<file path="config.mk">
export PLATFORM = sky130hd
export DESIGN_NAME = fuzzy_match_scorer_core
export DESIGN_NICKNAME = d
export VERILOG_FILES = /design/src/sv/fms_pkg.sv /design/src/sv/fuzzy_match_scorer_core.sv /design/src/sv/fms_ram.sv /design/src/sv/fms_step.sv
export VERILOG_INCLUDE_DIRS = /design/src /design/src/sv
export SDC_FILE = /design/constraint.sdc
export NUM_CORES = 1
export LEC_CHECK = 0
export BUFFER_PORTS_ARGS = -buffer_cell sky130_fd_sc_hd__buf_2
export CAP_MARGIN = 20
export CORE_MARGIN = 4
export CORE_UTILIZATION = 37
export DETAILED_ROUTE_END_ITERATION = 6
export RECOVER_POWER = 100
export SETUP_SLACK_MARGIN = 0.05
export SYNTH_ARGS = -nofsm -noshare
export SYNTH_HDL_FRONTEND = slang
export SYNTH_SLANG_ARGS = --single-unit
</file>
<file path="constraint.sdc">
create_clock -name clk -period 11.1 [get_ports clk]
set_input_delay 1.665 -clock clk [delete_from_list [all_inputs] [get_ports clk]]
set_output_delay 1.665 -clock clk [all_outputs]
set_load 0.05 [all_outputs]
</file>
<file path="src/sv/fuzzy_match_scorer_core_assert.svh">
`ifndef FUZZY_MATCH_SCORER_CORE_ASSERT_SVH
`define FUZZY_MATCH_SCORER_CORE_ASSERT_SVH

// same-cycle implication
`define FMS_ASSERT_IMP(label, clk, rst, ante, cons, msg) \
  label: assert property (@(posedge clk) disable iff (rst) (ante) |-> (cons)) \
    else $error(msg);

// next-cycle implication
`define FMS_ASSERT_NXT(label, clk, rst, ante, cons, msg) \
  label: assert property (@(posedge clk) disable iff (rst) (ante) |=> (cons)) \
    else $error(msg);

`endif

</file>
<file path="src/sv/fms_pkg.sv">
`default_nettype none

package fms_pkg;

  typedef enum logic [1:0] {
    ACT_CLEAR  = 2'd0,
    ACT_APPEND = 2'd1,
    ACT_TEXT   = 2'd2
  } action_t;

  localparam logic [7:0] SPACE_CODE   = 8'h20;
  localparam int         MATCH_WEIGHT = 10;
  localparam int         SCORE_W      = 32;

  typedef struct packed {
    logic hit;
    logic miss;
  } step_t;

  function automatic logic [7:0] fold_lower(input logic [7:0] c);
    logic [7:0] r;
    r = c;
    if (c >= 8'h41 && c <= 8'h5A) begin
      r = c + 8'h20;
    end
    return r;
  endfunction

endpackage

`default_nettype wire

</file>
<file path="src/sv/fuzzy_match_scorer_core.sv">
// Channel  Signals                                   Transaction
// item     item_valid/item_ready, action/character/last  clear, pattern byte or text byte
// result   result_valid/result_ready, matched/score/pattern_overflow  one per last text byte
//
// One item per cycle unless stalled; a last text byte's result shows in the next cycle.
// Pattern bytes live in a one-port-write, one-port-read RAM; the next pattern byte is
// prefetched each cycle so a match can advance on consecutive text bytes.
// Synchronous reset empties the pattern; no clearing pass is needed.
// item_ready drops only while a result is held and result_ready is low.
`default_nettype none

`include "fuzzy_match_scorer_core_assert.svh"

module fuzzy_match_scorer_core #(
  parameter int PATTERN_DEPTH = 32
) (
  input  wire logic        clk,
  input  wire logic        rst,
  input  wire logic        item_valid,
  output logic             item_ready,
  input  wire logic [1:0]  action,
  input  wire logic [7:0]  character,
  input  wire logic        last,
  output logic             result_valid,
  input  wire logic        result_ready,
  output logic             matched,
  output logic signed [31:0] score,
  output logic             pattern_overflow
);
  import fms_pkg::*;

  localparam int AW = (PATTERN_DEPTH > 1) ? $clog2(PATTERN_DEPTH) : 1;
  localparam int PW = $clog2(PATTERN_DEPTH + 1);

  logic [PW-1:0]      len;
  logic [PW-1:0]      pos;
  logic [PW-1:0]      run;
  logic signed [31:0] run_score;
  logic               ovf;
  logic [7:0]         cur_byte;
  logic [7:0]         first_byte;
  logic               fwd_valid;
  logic [7:0]         fwd_data;

  logic               acc;
  logic               is_clr;
  logic               is_app;
  logic               is_text;
  logic               wr;
  logic               in_pattern;
  logic [PW-1:0]      pos_next;
  logic [PW-1:0]      pos_adv;
  logic [AW-1:0]      waddr;
  logic [AW-1:0]      raddr;
  logic [PW:0]        raddr_full;
  logic [7:0]         rdata;
  logic [7:0]         nxt_byte;
  step_t              info;
  logic signed [31:0] score_next;

  assign item_ready = !result_valid || result_ready;
  assign acc        = item_valid && item_ready;
  assign is_clr     = acc && (action == ACT_CLEAR);
  assign is_app     = acc && (action == ACT_APPEND) && (character != SPACE_CODE);
  assign is_text    = acc && (action == ACT_TEXT);
  assign wr         = is_app && (len < PW'(PATTERN_DEPTH));
  assign in_pattern = (pos < len);
  assign waddr      = len[AW-1:0];
  assign pos_adv    = pos + PW'(1);

  always_comb begin
    pos_next = pos;
    if (is_clr || (is_text && last)) begin
      pos_next = '0;
    end else if (is_text && info.hit) begin
      pos_next = pos_adv;
    end
  end

  assign raddr_full = {1'b0, pos_next} + (PW+1)'(1);
  assign raddr      = raddr_full[AW-1:0];
  assign nxt_byte   = fwd_valid ? fwd_data : rdata;

  fms_ram #(
    .WIDTH(8),
    .DEPTH(PATTERN_DEPTH)
  ) u_store (
    .clk  (clk),
    .we   (wr),
    .waddr(waddr),
    .wdata(character),
    .raddr(raddr),
    .rdata(rdata)
  );

  fms_step #(
    .RW(PW)
  ) u_step (
    .cur_byte  (cur_byte),
    .character (character),
    .in_pattern(in_pattern),
    .run       (run),
    .score     (run_score),
    .info      (info),
    .score_next(score_next)
  );

  always_ff @(posedge clk) begin
    if (rst) begin
      len          <= '0;
      pos          <= '0;
      run          <= '0;
      run_score    <= '0;
      ovf          <= 1'b0;
      fwd_valid    <= 1'b0;
      result_valid <= 1'b0;
    end else begin
      fwd_valid <= wr && (waddr == raddr);
      pos       <= pos_next;
      if (is_text && last) begin
        result_valid <= 1'b1;
      end else if (result_valid && result_ready) begin
        result_valid <= 1'b0;
      end
      if (is_clr) begin
        len       <= '0;
        run       <= '0;
        run_score <= '0;
        ovf       <= 1'b0;
      end else if (is_app) begin
        if (wr) begin
          len <= len + PW'(1);
        end else begin
          ovf <= 1'b1;
        end
      end else if (is_text) begin
        if (last) begin
          run       <= '0;
          run_score <= '0;
        end else begin
          run_score <= score_next;
          if (info.hit) begin
            run <= run + PW'(1);
          end else if (info.miss) begin
            run <= '0;
          end
        end
      end
    end
  end

  always_ff @(posedge clk) begin
    fwd_data <= character;
    if (wr && (len == '0)) begin
      first_byte <= character;
    end
    if (wr && (len == pos_next)) begin
      cur_byte <= character;
    end else if (is_text && last) begin
      cur_byte <= first_byte;
    end else if (is_text && info.hit) begin
      cur_byte <= nxt_byte;
    end
    if (is_text && last) begin
      matched          <= ((info.hit ? pos_adv : pos) >= len) && !ovf;
      score            <= score_next;
      pattern_overflow <= ovf;
    end
  end

  `FMS_ASSERT_IMP(a_pos_in_range, clk, rst, 1'b1, pos <= len, "pattern position past length")
  `FMS_ASSERT_IMP(a_len_in_range, clk, rst, 1'b1, len <= PW'(PATTERN_DEPTH), "length past depth")
  `FMS_ASSERT_IMP(a_no_accept_on_stall, clk, rst, item_valid && item_ready,
                  !(result_valid && !result_ready), "item accepted while result stalled")
  `FMS_ASSERT_NXT(a_result_follows, clk, rst, is_text && last, result_valid,
                  "last text byte gave no result")
  `FMS_ASSERT_IMP(a_overflow_no_match, clk, rst, result_valid && pattern_overflow, !matched,
                  "match reported on overflowed pattern")

endmodule

`default_nettype wire

</file>
<file path="src/sv/fms_ram.sv">
`default_nettype none

module fms_ram #(
  parameter int WIDTH = 8,
  parameter int DEPTH = 32,
  localparam int AW = (DEPTH > 1) ? $clog2(DEPTH) : 1
) (
  input  wire logic             clk,
  input  wire logic             we,
  input  wire logic [AW-1:0]    waddr,
  input  wire logic [WIDTH-1:0] wdata,
  input  wire logic [AW-1:0]    raddr,
  output logic      [WIDTH-1:0] rdata
);

  logic [WIDTH-1:0] mem [DEPTH];

  always_ff @(posedge clk) begin
    if (we) begin
      mem[waddr] <= wdata;
    end
    rdata <= mem[raddr];
  end

endmodule

`default_nettype wire

</file>
<file path="src/sv/fms_step.sv">
`default_nettype none

module fms_step #(
  parameter int RW = 6
) (
  input  wire logic [7:0]                  cur_byte,
  input  wire logic [7:0]                  character,
  input  wire logic                        in_pattern,
  input  wire logic [RW-1:0]               run,
  input  wire logic signed [fms_pkg::SCORE_W-1:0] score,
  output fms_pkg::step_t                   info,
  output logic signed [fms_pkg::SCORE_W-1:0] score_next
);
  import fms_pkg::*;

  logic              not_space;
  logic              case_diff;
  logic signed [33:0] delta;
  logic signed [33:0] total;

  assign not_space = (character != SPACE_CODE);
  assign case_diff = (character != cur_byte);
  assign info.hit  = in_pattern && not_space && (fold_lower(character) == fold_lower(cur_byte));
  assign info.miss = in_pattern && not_space && !info.hit;

  always_comb begin
    delta = '0;
    if (!in_pattern) begin
      delta = -34'sd1;
    end else if (info.hit) begin
      delta = $signed(34'(run) * 34'(MATCH_WEIGHT)) - $signed(34'(case_diff));
    end else if (info.miss) begin
      delta = -$signed(34'(MATCH_WEIGHT));
    end
    total = 34'(score) + delta;
    if (total > 34'sd2147483647) begin
      score_next = 32'sh7FFFFFFF;
    end else if (total < -34'sd2147483648) begin
      score_next = 32'sh80000000;
    end else begin
      score_next = total[31:0];
    end
  end

endmodule

`default_nettype wire
</file>
==> flow_summary.ini, run 1 <==
[cts]
cts_num_sinks = 375
postCtsHoldBufs = 0
cts.reportedPaths.clkPinSlew_ns = 0.05
cts_buf_count = 41
clock_path_buffers = 3
cts_tree = yes
worst_skew_pair.late_latency_ns = 0.59
number_of_gates_given_a_new_drive_strength_after_cts = 0
htree_num_levels = 2
cts_root_buf = sky130_fd_sc_hd__clkbuf_16
post_cts_setup_buffers = 0

[route]
via_total_after_detailed_routing = 10740
routed_wl_mm = 40.40
number_of_violations_reported_at_the_end_of_detailed_routing_iteration_0 = 792
via_per_inst = 5.433
post_drt_wl_per_cell_um = 20.44
post-route-drc-count = 0
route.antenna.remaining_nets = 0
first_pass_iters = 5

[placed_design]
placed_cell_area_sq_mm = 0.01871
gp_routability_congestion = 0.8377
detailedPlacementHpwl_mm = 25.69
post-place-ws_ns = 1.797
port_buffers = 50

[global_route]
grt_start_max_net_pins = 42
grt.overflow.total = 0
grt_first_pass_wirelength_mm = 63.12
initial_antenna_violation_count = 0
gr-usage-all-layers = 0.1566
grt_pass1_vias = 10950

[setup_path]
cp_top_family = compound AO/OA/AOI/OAI gates
path_common_cell = sky130_fd_sc_hd__or4_1
critical_path_peak_fanout = 38
cpPeakStageDelay_ns = 1.30
crit_required_ns = 11.61
worst_path_buffer_plus_inverter_count = 2
arrival_ns = 9.96
crit_path_top_delay_cell = sky130_fd_sc_hd__clkbuf_1
timing.critical_path.to_type = register
worst_path_cell_chain = clkbuf_1 -> or4_1 -> nor2_1 -> or3b_2 -> o21bai_1 -> o2bb2ai_2 -> nand3_1 -> o31ai_4 -> ha_1 -> nand4_1 -> or2_2 -> o31a_1 -> o41ai_2 -> o211a_1 -> o22ai_1 -> or4_1 -> a211oi_4 -> buf_4 -> a221o_1
crit_type = in -> reg
worstSetupStartpointType = input pin

[logic_synthesis]
postSynthNetCount = 1360
edff_count_synth = 306
synth_seq_area_share = 0.5936
top_cell_type_s_share_of_synthesized_area = 0.5160
synthArstFlopShare = 0
yosys-top-cells-area = sky130_fd_sc_hd__edfxtp_1 52%, sky130_fd_sc_hd__mux4_2 8.1%, sky130_fd_sc_hd__dfxtp_1 7.8%
postSynthRegisterBits = 375
synth_area_sq_mm = 0.01781
yosys_warnings = 0
synth-main-ff-cell = sky130_fd_sc_hd__edfxtp_1
syn-instance-count = 1280
synth_cell_type_count = 80
synth_area_leader_cell = sky130_fd_sc_hd__edfxtp_1
syn_area_per_cell_sq_um = 13.91

[die]
dieArea_sq_mm = 0.05170
chipWidth_um = 227.4
initial_utilization = 0.3737
core_area_sq_mm = 0.04765
floorplan.io_pins = 51
die-height_um = 227.4
floorplan.rows = 80

[run_status]
outcome = finished with violations
failed_checks = max-capacitance violations, max-slew violations

[cells_and_area]
antenna-diode-count = 0
multi_input_area_sq_mm = 0.006849
layout.cells.most_common_list = 306 x sky130_fd_sc_hd__edfxtp_1, 94 x sky130_fd_sc_hd__nor2_1, 69 x sky130_fd_sc_hd__dfxtp_1
syn2layout_area_growth_pct = 11.83
share_of_final_layout_standard_cells_stronger_than_drive_strength_1 = 0.1242
n_fill_cell = 4428
final_common_cell = sky130_fd_sc_hd__edfxtp_1
finish.utilization = 0.4180
area.sequential_sq_mm = 0.01057
final_area_sq_mm = 0.01991
finalNetCount = 1410

[timing]
tightest_slew_ns = 2.392
report.final.slew_viol_count = 335
final-hold-violation-count = 0
post-route-worst-setup-slack_ns = 1.651
final_setup_violations = 0
max_clock_freq_mhz = 105.8
final.setup.tns_ns = 0
clock-skew-final_ns = 0.02570
post-route-min-period_ns = 9.449
grt_setup_unrepaired = false
max_slew_margin_vs_limit = -0.5946
finalCritPeriodShare = 0.8513

[job]
maxCapViolations = 9

[worst_hold_path]
min-delay-path-class = reg -> reg
final timing paths:
check / from / endpoint / slack [ns] / cells after the start
setup / recovery: character[0] / run_score[6] / 1.65 / 19
hold / removal: run_score[27] / run_score[27] / 0.47 / 1
setup reg to reg: cur_byte[0] / run_score[6] / 3.61 / 18
hold reg to reg: run_score[27] / run_score[27] / 0.47 / 1
cell families (layout without fill, tap and decap cells):
kind of cell | Yosys count | in the layout | share of synthesized area
mux | 87 | 87 | 0.09647
flops | 375 | 375 | 0.5936
xor+xnor | 73 | 73 | 0.03710
simple gates | 338 | 338 | 0.1028
compound gates | 252 | 252 | 0.1010
fa+ha+maj | 65 | 65 | 0.04652
buf+inv | 90 | 171 | 0.02248
layout make-up:
| type | count | share of cell area |
|---|---|---|
| clock buffer | 55 | 0.05466 |
| multi-input combinational | 815 | 0.3439 |
| timing repair buffer | 65 | 0.01483 |
| tap | 615 | 0.03864 |
| inverter | 32 | 0.006032 |
| clock inverter | 19 | 0.01112 |
| sequential | 375 | 0.5308 |
sequential cells by signal, summed over array words and instances (netlist names):
register,count
run_score,32
u_store.rdata,8
score,32
pos,6
len,6
fwd_valid,1
run,6
u_store.mem,256
ovf,1
matched,1
fwd_data,8
first_byte,8
result_valid,1
pattern_overflow,1
cur_byte,8
metal layers:
layer	track usage	wire length [um]	vias to the layer above
met1	0.2128	18110	5323
met5	0	0	-
met3	0.03108	2224	66
li1	-	-	5048
met2	0.2567	19040	299
met4	0.04704	1032	0
worst reg2reg max path: cells and delay by family (launching register included):
kind / cells / cell delay, ns
AOI/OAI and AO/OA: 9 / 3.56
and+or+nand+nor: 6 / 2.31
DFF: 1 / 0.42
xor gates and xnor gates: 1 / 0.40
adders and majority gates: 1 / 0.40
buffers and inverters: 1 / 0.36
cells in the mapped netlist (all sizes together), types with 3 or more instances:
cell type	count
or2	5
a21oi	66
mux2	10
and4	12
or3	6
nor3b	35
nand3	22
dfxtp	69
nor2b	8
or4	3
o21a	3
inv	30
buf	20
a31oi	7
o21ai	44
o31ai	5
a211o	36
nor3	9
o211ai	3
nand2	64
clkbuf	38
xnor2	48
and3	10
a21boi	3
mux4	64
nand3b	5
and2	6
a211oi	5
mux2i	13
a221o	27
a21o	21
o21bai	11
nor2	95
nand4	10
ha	63
xor2	24
nor4	3
edfxtp	306
nand2b	40
stage by stage:
stage                     hold slack (ns)  instances
after floorplan                    0.4316       1280
after global placement             0.4595       1902
after detailed placement           0.4611       1902
after CTS                          0.4745       1976
after global routing               0.4874       1976
final                              0.4690       1976
Power of run 1 is left out: the tool's default activity adds up to more than one toggle a clock period on the data nets, which glitch-free logic cannot reach.
==> run 2, diff against run 1 <==
==> constraint.sdc (replaced) <==
create_clock -name clk -period 8 [get_ports clk]
set_input_delay 1.2 -clock clk [delete_from_list [all_inputs] [get_ports clk]]
set_output_delay 1.2 -clock clk [all_outputs]
set_load 0.05 [all_outputs]
==> run 2 against run 1 <==
Against the previous run: the run still ends with max-capacitance violations, max-slew violations left; global-route usage up 0.23 points; first-iteration DRC count down 1.9%; count of clock-buffer cells in the layout down 1; die area unchanged; worst setup slack worse by 0.89 ns; non-clock buffer count up 11; critical path type unchanged.
==> flow_summary.ini, run 2 (same netlist as run 1, synthesis figures left out) <==
[die]
initial_utilization = 0.3737
chipWidth_um = 227.4
floorplan.io_pins = 51
core_area_sq_mm = 0.04765
floorplan.rows = 80
dieArea_sq_mm = 0.05170
die-height_um = 227.4

[run_status]
failed_checks = max-capacitance violations, max-slew violations
outcome = finished with violations

[cts]
cts_root_buf = sky130_fd_sc_hd__clkbuf_16
cts_buf_count = 41
postCtsHoldBufs = 0
htree_num_levels = 2
post_cts_setup_buffers = 0
clock_path_buffers = 3
cts_tree = yes
worst_skew_pair.late_latency_ns = 0.58
cts.reportedPaths.clkPinSlew_ns = 0.06
cts_num_sinks = 375
number_of_gates_given_a_new_drive_strength_after_cts = 0

[setup_path]
worst_path_buffer_plus_inverter_count = 4
worstSetupStartpointType = input pin
worst_path_cell_chain = buf_2 -> clkbuf_1 -> nor2_1 -> nand3_1 -> and2_0 -> nand3_1 -> o31ai_4 -> buf_4 -> ha_1 -> nand2_1 -> or2_2 -> o31a_1 -> o41ai_2 -> o211a_1 -> o22ai_1 -> or4_1 -> a211oi_1 -> buf_4 -> a221o_1
arrival_ns = 7.75
crit_type = in -> reg
crit_path_top_delay_cell = sky130_fd_sc_hd__clkbuf_1
cpPeakStageDelay_ns = 1.32
cp_top_family = buffers and inverters
crit_required_ns = 8.51
critical_path_peak_fanout = 36
timing.critical_path.to_type = register

[timing]
max_clock_freq_mhz = 138.1
report.final.slew_viol_count = 82
clock-skew-final_ns = 0.03942
final.setup.tns_ns = 0
post-route-min-period_ns = 7.244
finalCritPeriodShare = 0.9054
final-hold-violation-count = 0
grt_setup_unrepaired = false
final_setup_violations = 0
max_slew_margin_vs_limit = -0.3616
tightest_slew_ns = 2.042

[placed_design]
gp_routability_congestion = 0.8585
detailedPlacementHpwl_mm = 27.05
port_buffers = 50

[global_route]
grt_pass1_vias = 10740
grt_start_max_net_pins = 67
initial_antenna_violation_count = 0
grt_first_pass_wirelength_mm = 63.62
grt.overflow.total = 0
gr-usage-all-layers = 0.1589

[cells_and_area]
finalNetCount = 1421
layout.cells.most_common_list = 306 x sky130_fd_sc_hd__edfxtp_1, 94 x sky130_fd_sc_hd__nor2_1, 69 x sky130_fd_sc_hd__dfxtp_1
share_of_final_layout_standard_cells_stronger_than_drive_strength_1 = 0.1354
final_common_cell = sky130_fd_sc_hd__edfxtp_1
flip_flop_count_of_the_largest_register_all_copies_and_words_added = 256
reg_top3 = u_store.mem x256, run_score x32, score x32
area.sequential_sq_mm = 0.01057
multi_input_area_sq_mm = 0.006822
antenna-diode-count = 0
syn2layout_area_growth_pct = 12.61
registers.top_by_ff_count = u_store.mem
n_fill_cell = 4369

[route]
first_pass_iters = 5
route.antenna.remaining_nets = 0
via_per_inst = 5.482
post-route-drc-count = 0
via_total_after_detailed_routing = 10900
routed_wl_mm = 41.24
post_drt_wl_per_cell_um = 20.73
number_of_violations_reported_at_the_end_of_detailed_routing_iteration_0 = 777

[job]
maxCapViolations = 3

[worst_hold_path]
min-delay-path-class = reg -> reg
run 2: cell types whose count changed in the layout (fill, tap and decap cells not counted), moves of 3 or more:
cell	previous run	this run
sky130_fd_sc_hd__buf_4	11	17
sky130_fd_sc_hd__clkbuf_8	1	4
sky130_fd_sc_hd__clkinv_8	0	3
sky130_fd_sc_hd__mux2_1	7	1
sky130_fd_sc_hd__mux2_4	2	8
run 2: area by class of cell:
cell class                      instances  share of cell area
Clock buffer                           54             0.05560
Clock inverter                         22             0.01385
Inverter                               32            0.005990
Multi-Input combinational cell        815              0.3402
Sequential cell                       375              0.5271
Tap cell                              615             0.03838
Timing Repair Buffer                   76             0.01884
run 2: through the flow:
stage / setup slack, ns / std cells / hold WS [ns] / utilization / instance area [sq um]
6_report: 0.7564 / 1989 / 0.4606 / 0.4209 / 20050
3_5_place_dp: 0.4440 / 1913 / 0.4534 / 0.3947 / 18810
5_1_grt: 0.2752 / 1989 / 0.4838 / 0.4209 / 20050
3_3_place_gp: 0.6315 / 1913 / 0.4507 / 0.3947 / 18810
2_1_floorplan: 0.5841 / 1280 / 0.4316 / - / 17810
4_1_cts: 1.025 / 1989 / 0.4623 / 0.4239 / 20200
run 2: layer usage:
metal,GRT usage,vias to the layer above,share of wire
met4,0.04236,0,0.020
li1,-,5089,-
met1,0.2217,5496,0.46
met3,0.02824,59,0.052
met2,0.2589,259,0.47
met5,0,-,0
run 2: worst reg2reg max path, delay by kind of cell, from the launching register on:
family,cells,cell delay [ns]
buf+inv,2,0.44
flops,1,0.42
compound gates,15,3.72
mux,1,0.30
fa+ha+maj,1,0.36
simple gates,3,1.28
run 2: path summary, 6_finish.rpt:
kind | start | end | slack [ns] | cells past startpoint
hold reg to reg | run_score[31] | run_score[31] | 0.46 | 2
setup / recovery | character[6] | run_score[21] | 0.76 | 19
setup reg to reg | cur_byte[0] | run_score[21] | 1.42 | 22
hold / removal | run_score[31] | run_score[31] | 0.46 | 2
Power of run 2 is left out for the same reason.
